<file path="config.mk">
export PLATFORM = sky130hd
export DESIGN_NAME = implicit_array_bst_insert_find
export DESIGN_NICKNAME = d
export VERILOG_FILES = /design/src/rtl/ibst_pkg.sv /design/src/rtl/ibst_ram.sv /design/src/rtl/ibst_cmp.sv /design/src/rtl/ibst_ctrl.sv /design/src/rtl/implicit_array_bst_insert_find.sv
export SDC_FILE = /design/constraint.sdc
export NUM_CORES = 2
export LEC_CHECK = 0
export BUFFER_PORTS_ARGS = -buffer_cell sky130_fd_sc_hd__buf_4
export CAP_MARGIN = 20
export CORE_MARGIN = 3
export CORE_UTILIZATION = 25
export DETAILED_ROUTE_END_ITERATION = 6
export PLACE_DENSITY_LB_ADDON = 0.1
export SLEW_MARGIN = 10
export SYNTH_ARGS = -nofsm -noshare
export SYNTH_HDL_FRONTEND = slang
export SYNTH_HIERARCHICAL = 1
export SYNTH_SLANG_ARGS = --single-unit
export TNS_END_PERCENT = 30
</file>
<file path="constraint.sdc">
create_clock -name clk -period 11.6 [get_ports clk]
set_input_delay 0.58 -clock clk [delete_from_list [all_inputs] [get_ports clk]]
set_output_delay 0.58 -clock clk [all_outputs]
set_load 0.01 [all_outputs]
</file>
<file path="src/rtl/ibst_pkg.sv">
// ibst_pkg: shared types and constants for the implicit-layout search tree
// used by ibst_cmp, ibst_ctrl and implicit_array_bst_insert_find
package ibst_pkg;

  localparam int NODE_SLOTS  = 127;
  localparam int KEY_BITS    = 32;
  localparam int DEPTH       = NODE_SLOTS + 1;
  localparam int SLOT_BITS   = $clog2(DEPTH);
  localparam int POS_BITS    = SLOT_BITS + 1;
  localparam int STATUS_BITS = 3;

  typedef enum logic [STATUS_BITS-1:0] {
    STAT_INSERTED  = 3'd0,
    STAT_FOUND     = 3'd1,
    STAT_NOT_FOUND = 3'd2,
    STAT_DUPLICATE = 3'd3,
    STAT_NO_ROOM   = 3'd4,
    STAT_ZERO_KEY  = 3'd5
  } status_t;

  typedef enum logic [1:0] {
    ST_IDLE,
    ST_WALK,
    ST_RESP
  } state_t;

  // comparator result for one tree level
  typedef struct packed {
    logic                eq;
    logic                lt;
    logic [POS_BITS-1:0] child;
    logic                child_out;
  } cmp_t;

  // finished answer handed to the output register
  typedef struct packed {
    logic                 valid;
    status_t              status;
    logic [SLOT_BITS-1:0] slot;
  } done_t;

endpackage

</file>
<file path="src/rtl/ibst_ram.sv">
// ibst_ram: generic single write, single read RAM with registered read data
// no dependencies
module ibst_ram #(
  parameter int WIDTH = 32,
  parameter int DEPTH = 128
) (
  input  logic                     clk,
  input  logic                     we,
  input  logic [$clog2(DEPTH)-1:0] waddr,
  input  logic [WIDTH-1:0]         wdata,
  input  logic [$clog2(DEPTH)-1:0] raddr,
  output logic [WIDTH-1:0]         rdata
);

  logic [WIDTH-1:0] mem [DEPTH];

  always_ff @(posedge clk) begin
    if (we) begin
      mem[waddr] <= wdata;
    end
    rdata <= mem[raddr];
  end

endmodule

</file>
<file path="src/rtl/ibst_cmp.sv">
// ibst_cmp: shared key compare and child index unit, used once per tree level
// depends on ibst_pkg
module ibst_cmp (
  input  logic [ibst_pkg::KEY_BITS-1:0] key,
  input  logic [ibst_pkg::KEY_BITS-1:0] here,
  input  logic [ibst_pkg::POS_BITS-1:0] pos,
  output ibst_pkg::cmp_t                res
);
  import ibst_pkg::*;

  always_comb begin
    res.eq        = (key == here);
    res.lt        = (key < here);
    // left child 2i, right child 2i+1
    res.child     = {pos[POS_BITS-2:0], ~res.lt};
    res.child_out = (res.child > POS_BITS'(NODE_SLOTS));
  end

endmodule

</file>
<file path="src/rtl/ibst_ctrl.sv">
// ibst_ctrl: walk sequencer, slot valid bits and node store
// depends on ibst_pkg, ibst_ram and ibst_cmp
module ibst_ctrl (
  input  logic                          clk,
  input  logic                          rst,
  input  logic                          start,
  input  logic                          action,
  input  logic [31:0]                   key,
  input  logic                          out_free,
  output logic                          busy,
  output ibst_pkg::done_t               done
);
  import ibst_pkg::*;

  state_t               state, state_next;
  logic [POS_BITS-1:0]  pos, pos_next;
  logic                 is_find;
  logic [KEY_BITS-1:0]  key_q;
  logic [DEPTH-1:0]     valid;
  logic                 vld_q;
  status_t              res_status;
  logic [SLOT_BITS-1:0] res_slot;

  logic [SLOT_BITS-1:0] rd_addr;
  logic [KEY_BITS-1:0]  rd_data;
  logic                 we;
  logic [KEY_BITS-1:0]  key_in;
  cmp_t                 cmp;

  logic                 fin;
  status_t              fin_status;
  logic [SLOT_BITS-1:0] fin_slot;

  assign key_in = key[KEY_BITS-1:0];
  assign busy   = (state != ST_IDLE);

  ibst_ram #(
    .WIDTH (KEY_BITS),
    .DEPTH (DEPTH)
  ) u_store (
    .clk   (clk),
    .we    (we),
    .waddr (pos[SLOT_BITS-1:0]),
    .wdata (key_q),
    .raddr (rd_addr),
    .rdata (rd_data)
  );

  ibst_cmp u_cmp (
    .key  (key_q),
    .here (rd_data),
    .pos  (pos),
    .res  (cmp)
  );

  always_ff @(posedge clk) begin
    if (rst) begin
      state <= ST_IDLE;
      valid <= '0;
    end else begin
      state <= state_next;
      if (we) begin
        valid[pos[SLOT_BITS-1:0]] <= 1'b1;
      end
    end
    vld_q <= valid[rd_addr];
    pos   <= pos_next;
    if (start) begin
      key_q   <= key_in;
      is_find <= action;
    end
    if (fin) begin
      res_status <= fin_status;
      res_slot   <= fin_slot;
    end
  end

  always_comb begin
    state_next  = state;
    pos_next    = pos;
    rd_addr     = pos[SLOT_BITS-1:0];
    we          = 1'b0;
    fin         = 1'b0;
    fin_status  = STAT_NOT_FOUND;
    fin_slot    = '0;
    done.valid  = 1'b0;
    done.status = res_status;
    done.slot   = res_slot;

    case (state)
      ST_IDLE: begin
        if (start) begin
          if (key_in == '0) begin
            fin        = 1'b1;
            fin_status = STAT_ZERO_KEY;
          end else begin
            pos_next   = POS_BITS'(1);
            rd_addr    = SLOT_BITS'(1);
            state_next = ST_WALK;
          end
        end
      end
      ST_WALK: begin
        if (!vld_q) begin
          fin = 1'b1;
          if (is_find) begin
            fin_status = STAT_NOT_FOUND;
          end else begin
            we         = 1'b1;
            fin_status = STAT_INSERTED;
            fin_slot   = pos[SLOT_BITS-1:0];
          end
        end else if (cmp.eq) begin
          fin = 1'b1;
          if (is_find) begin
            fin_status = STAT_FOUND;
            fin_slot   = pos[SLOT_BITS-1:0];
          end else begin
            fin_status = STAT_DUPLICATE;
          end
        end else if (cmp.child_out) begin
          fin        = 1'b1;
          fin_status = is_find ? STAT_NOT_FOUND : STAT_NO_ROOM;
        end else begin
          // read the child during this cycle's compare
          pos_next = cmp.child;
          rd_addr  = cmp.child[SLOT_BITS-1:0];
        end
      end
      ST_RESP: begin
        if (out_free) begin
          done.valid = 1'b1;
          state_next = ST_IDLE;
        end
      end
      default: begin
        state_next = ST_IDLE;
      end
    endcase

    if (fin) begin
      if (out_free) begin
        done.valid  = 1'b1;
        done.status = fin_status;
        done.slot   = fin_slot;
        state_next  = ST_IDLE;
      end else begin
        state_next = ST_RESP;
      end
    end
  end

endmodule

</file>
<file path="src/rtl/implicit_array_bst_insert_find.sv">
// implicit_array_bst_insert_find: top level of the implicit-layout search tree
// depends on ibst_pkg and ibst_ctrl
//
// Binary search tree of nonzero keys kept in a 128-entry node store, root at
// slot 1, children of slot i at 2i (smaller) and 2i+1 (larger). Each request
// is an insert or a find and gives exactly one answer: a status code and a
// slot (0 when there is none). An insert writes the key into the first empty
// slot on its path; a duplicate, a path that runs past slot 127, or a zero
// key is reported and nothing is written. A find stops at the matching slot,
// at an empty slot, or at the end of the store. The store reads as empty
// right after reset (per-slot valid bits, no clearing pass). A request
// takes a transfer step and then a compare at each tree level visited
// (the tree has 7 levels at this size), paced by the one registered read
// of the node store and the shared compare per level; a zero key is
// answered without a walk. The answer sits in an output register, and
// a new request is taken once the previous one has moved its answer there.
module implicit_array_bst_insert_find (
  input  logic                            clk,
  input  logic                            rst,
  input  logic                            in_valid,
  output logic                            in_stall,
  input  logic                            action,
  input  logic [31:0]                     key,
  output logic                            out_valid,
  input  logic                            out_stall,
  output logic [ibst_pkg::STATUS_BITS-1:0] status,
  output logic [ibst_pkg::SLOT_BITS-1:0]   slot
);
  import ibst_pkg::*;

  logic                 busy;
  logic                 start;
  logic                 out_free;
  done_t                done;
  status_t              out_status;
  logic [SLOT_BITS-1:0] out_slot;

  // take a request whenever the walk sequencer is idle
  assign in_stall = busy;
  assign start    = in_valid & ~busy;

  // output register can load when empty or when its transfer completes now
  assign out_free = ~out_valid | ~out_stall;

  ibst_ctrl u_ctrl (
    .clk      (clk),
    .rst      (rst),
    .start    (start),
    .action   (action),
    .key      (key),
    .out_free (out_free),
    .busy     (busy),
    .done     (done)
  );

  always_ff @(posedge clk) begin
    if (rst) begin
      out_valid <= 1'b0;
    end else if (out_free) begin
      out_valid <= done.valid;
    end
    if (out_free && done.valid) begin
      out_status <= done.status;
      out_slot   <= done.slot;
    end
  end

  assign status = out_status;
  assign slot   = out_slot;

endmodule
</file>
==> Word level (Yosys, flattened, before mapping) <==
Memory sizes are Yosys's and may differ from the RTL's. A register that Yosys moved wholly into a read port is not among the register bits.
Cells that the tools add are included.
{ "op_classes": {"n_addsub": 0, "multipliers": 0, "n_div": 0, "magnitude_cmp": 5, "n_eq_ne": 12, "shifts": 0, "muxes": 51, "bitwise_logic": 7, "reduce_logical": 8} }
{ "ops": {"columns": ["cell", "count"], "rows": [
  ["$or 128x128->128", 1],
  ["$mux 7", 15],
  ["$eq 32x32->1", 1],
  ["$logic_not 32->1", 1],
  ["$lt 32x32->1", 1],
  ["$pmux 7 s2", 2],
  ["$mux 11", 2],
  ["$mux 3", 6],
  ["$lt 7x8->1 const B", 2],
  ["$mux 1", 14],
  ["$mux 2", 7],
  ["$ne 3x2->1 const B", 3],
  ["$gt 8x7->1 const B", 1],
  ["$ne 2x2->1 const B", 4],
  ["$bmux 1 s7", 1],
  ["$demux 1 s7", 1],
  ["$ge 7x1->1 const B", 1],
  ["$pmux 2 s3", 1],
  ["$pmux 3 s2", 1],
  ["$reduce_and 6->1", 1],
  ["$ne 2x1->1 const B", 2],
  ["$not 1->1", 4],
  ["$reduce_and 4->1", 1],
  ["$reduce_bool 2->1", 2],
  ["7 further kinds", 8]
]} }
{ "word_totals": {"reg_bits": 192, "latchBits": 0, "ram_bits": 4096, "romBits": 0, "in_bits": 37, "word_cells": 95, "mem_count": 1} }
{ "mem_list": {"columns": ["memory", "depth", "word_bits", "rd", "rd_clocked_by_memory_dff", "write_ports", "line_no", "source"], "rows": [
  ["u_ctrl.u_store.mem", 128, 32, 1, 1, 1, "ibst_ram.sv:15", "logic [WIDTH-1:0] mem [DEPTH];"]
]} }

==> Longest topological paths before layout <==
{ "depth": {"word_depth": 10, "depth_mapped": 21} }

==> Hierarchy <==
Netlist, hierarchy kept.
{ "by_module_without_submodules": {"columns": ["mod", "instances", "cells_per_inst", "area_each_um2", "seq_area_each_um2"], "rows": [
  ["ibst_ram", 1, 5990, 156276.1, 123638.6],
  ["ibst_ctrl", 1, 781, 7445.9, 4154.0],
  ["ibst_cmp", 1, 122, 873.3, 0.0],
  ["implicit_array_bst_insert_find", 1, 16, 345.3, 320.3]
]} }

==> Least setup slack after synthesis <==
Ideal clock, no wire load.
{ "synth_path": {"kind": "register to register", "startpoint": "register u_ctrl.key_q[14]", "endpoint": "register u_ctrl.u_store.rdata[10], read port of u_ctrl.u_store.mem", "setup_ps": 121, "t_arrival_ps": 6547, "required_time_ps": 11479, "path_slack_ps": 4932, "stages_incl_launch_ff": 21, "synth_period_minus_slack_ps": 6668, "cell_sequence": "edfxtp_1 -> ha_1 -> nand4_1 -> or2_2 -> nor2_1 -> nand2_1 -> nor2_1 -> or3b_4 -> nor2_4 -> mux2_2 -> nand2_1 -> inv_2 -> buf_2 -> clkbuf_1 -> buf_2 -> clkbuf_1 -> buf_1 -> mux4_2 -> mux4_2 -> mux4_2 -> mux2_2"} }
{ "synth_rtl": {"columns": ["element", "line_no", "source"], "rows": [
  ["start: declaration", "ibst_ctrl.sv:18", "logic [KEY_BITS-1:0] key_q;"],
  ["start signal: assignment", "ibst_ctrl.sv:69", "key_q <= key_in;"],
  ["end: declaration", "ibst_ram.sv:12", "output logic [WIDTH-1:0] rdata"]
]} }

==> summary.md <==
| Metric | Value |
|---|---|
| P&R area growth vs syn | 17.5% |
| Port bufs | 48 |
| Worst skew pair latency | around 1.0 ns |
| Wire per inst | about 34 um |
| Post-CTS Setup Bufs | 0 |
| Synth warn | 6 |
| Hold Path Class | input port to flip-flop |
| Power Density | 188 nW/um^2 |
| DR iter-0 viols | 8578 |
| Worst-margin pin slew | 1.16 ns |
| Syn_nets | 6974 |
| Total CTS buffers | between 400 and 500 |
| Post-DP HPWL | roughly 300000 um |
| Die X | 818 um |
| Starting Density | around 25% |
| Layout cell share with drive strength beyond 1 | 33.0% |
| Min Clock Period, post-route | 8.07 ns |
| Hold Startpoint | action |
| DIE AREA | approximately 670000 sq um |
| Total grt overflow | 0 |
| Worst vdd ir | 0.000121 V |
| Worst Skew | 0.0833 ns |
| Post-Syn Area | ~160000 sq um |
| Pleak | between 50 and 60 nW |
| Antenna viol nets, final | 0 |
| TNS Setup | 0 ns |
| # Max-Cap Violations | 0 |
| Vias in the first global route | 81186 |
| Critical Path AT | 8.95 ns |
| F_max | 124 MHz |
| CTS HTree Levels | 5 |
| Pins Over Slew Limit | 0 |
| Initial antenna violation count | 97 |
| Root Driver | clkbuf_16 |
| Fin nets | 7475 |
| Largest net degree at the start of global routing | 130 |
| Syn Area/Cell | 23.9 sq um |
| DIE HEIGHT | 818 um |
| Layout Utilization | 29.5% |
| RD Place Congestion | about 0.76 |
| Filler Cells Inserted | 63012 |
| CP Capture Type | flip-flop |
| # rows | 297 |
| Final Hold Vio Count | 0 |
| Placed Area | 178000 sq um |
| Worst Path Required | 12.48 ns |
| 1st-pass router iterations | 5 |
| Avg Vias per Cell | 4.73 |
| Worst hold slack | 0.290 ns |
| Setup Crit Path Kind | flip-flop to flip-flop |
| Period utilisation layout | approximately 70% |
| Post-route cell area | 194000 sq um |
| # resized after CTS | 0 |
| Clock Tree Buf Depth | 4 |
| First-pass GRT wire length | ~750000 um |
| Total number of vias | 78215 |
| DRC viols | 0 |
| CTS Hold Bufs | 36 |
| Final wirelength | 562000 um |
| CTS Sinks | about 4300 |
| Worst slew margin | ~22% |
| I/O pins | between 40 and 50 |
| Core ar. | 656000 sq um |
| Crit-path max FO | 83 |
| Outcome | finished clean |
| CTS tree | built |
| Synth Instances | 6905 |
| FF-to-FF Start | u_ctrl/key_q[14] |
| RSZ-0062 raised after global routing | false |
| Critical path origin | u_ctrl/key_q[14] |
| Setup violations, final | 0 |
| Clock-pin slew on the worst setup and hold paths | 0.06 ns |
| Startpoint Class | flip-flop |
| Gr usage total | 16.5% |
[worst max-delay path: stages (launching register included)]
cell      delay, ns
edfxtp_1       0.78
ha_1           0.52
nand4_1        0.21
or2_2          0.37
nor2_1         0.19
nand2_1        0.11
nor2_1         0.76
nor3b_4        0.11
nand2_2        0.21
mux2_4         0.23
nor2_8         0.04
buf_4          0.25
inv_16         0.54
buf_4          0.56
buf_4          0.65
mux4_2         0.60
mux4_2         0.54
mux4_2         0.68
mux2_2         0.35
[flip-flops by register name, summed over array words and instances (netlist names)]
signal and count:
u_ctrl/state 2, u_ctrl/res_slot 7, status 3, u_ctrl/valid 128, u_ctrl/key_q 32, u_ctrl/vld_q 1
u_ctrl/u_store/rdata 32, u_ctrl/pos 7, slot 7, u_ctrl/is_find 1, out_valid 1, u_ctrl/u_store/mem 4096
u_ctrl/res_status 3
[area by class of cell]
type / count / area [sq um] / share of cell area, %
Sequential cell: 4320 / 128000 / 66.1
Multi-Input combinational cell: 2177 / 36200 / 18.7
Clock buffer: 602 / 12600 / 6.53
Tap cell: 8671 / 10800 / 5.60
Timing Repair Buffer: 387 / 3350 / 1.73
Clock inverter: 288 / 2330 / 1.20
Inverter: 41 / 198 / 0.102
Antenna cell: 64 / 160 / 0.0826
[worst paths after layout]
check	endpoint	slack, ns	depth (start not counted)
worst max-delay path	u_ctrl/u_store/rdata[26]	3.53	18
worst min-delay path	u_ctrl/is_find	0.29	2
worst max register to register	u_ctrl/u_store/rdata[26]	3.53	18
worst min register to register	u_ctrl/valid[87]	0.47	2
[placed cells by master, fill, tap and decap left out, drive strengths merged, types with 6 or more instances in the layout]
master	count
inv	47
nand4	11
a31oi	6
nand3	29
a211oi	7
o21ai	21
a21oi	146
edfxtp	4156
nor4	10
a21o	6
nand2	83
ha	32
clkinv	233
buf	350
nor2	282
diode	64
clkinvlp	21
a2111oi	6
and3	11
clkbuf	603
and2	9
mux2	53
and4	6
nor3	22
mux2i	21
dfxtp	164
nand2b	13
o211ai	8
mux4	1348
nor2b	11
bufinv	28
dlygate4sd3	36
[layer usage]
layer / part of all wire, % / GRT usage, % / vias up / wire length (um)
li1: - / - / 30828 / -
met1: 46 / 23.8 / 44363 / 258000
met2: 47 / 26.5 / 2386 / 263000
met3: 5.2 / 2.64 / 624 / 29300
met4: 1.9 / 3.10 / 14 / 10700
met5: 0.018 / 0 / - / 100
[metrics by stage]
stage,worst slack (ns),power [mW],cells
after floorplan,4.93,20.0,6905
after global placement,3.63,22.2,15552
after detailed placement,3.57,22.2,15555
after CTS,3.52,37.0,16481
after global routing,3.20,37.7,16508
final,3.53,36.4,16550
[power by group]
group	internal, mW	total (mW)	switching (mW)
registers	17.3	17.4	0.0842
logic	1.59	4.42	2.83
clock network	8.31	14.7	6.35
Power figures use the tool's default switching activity.
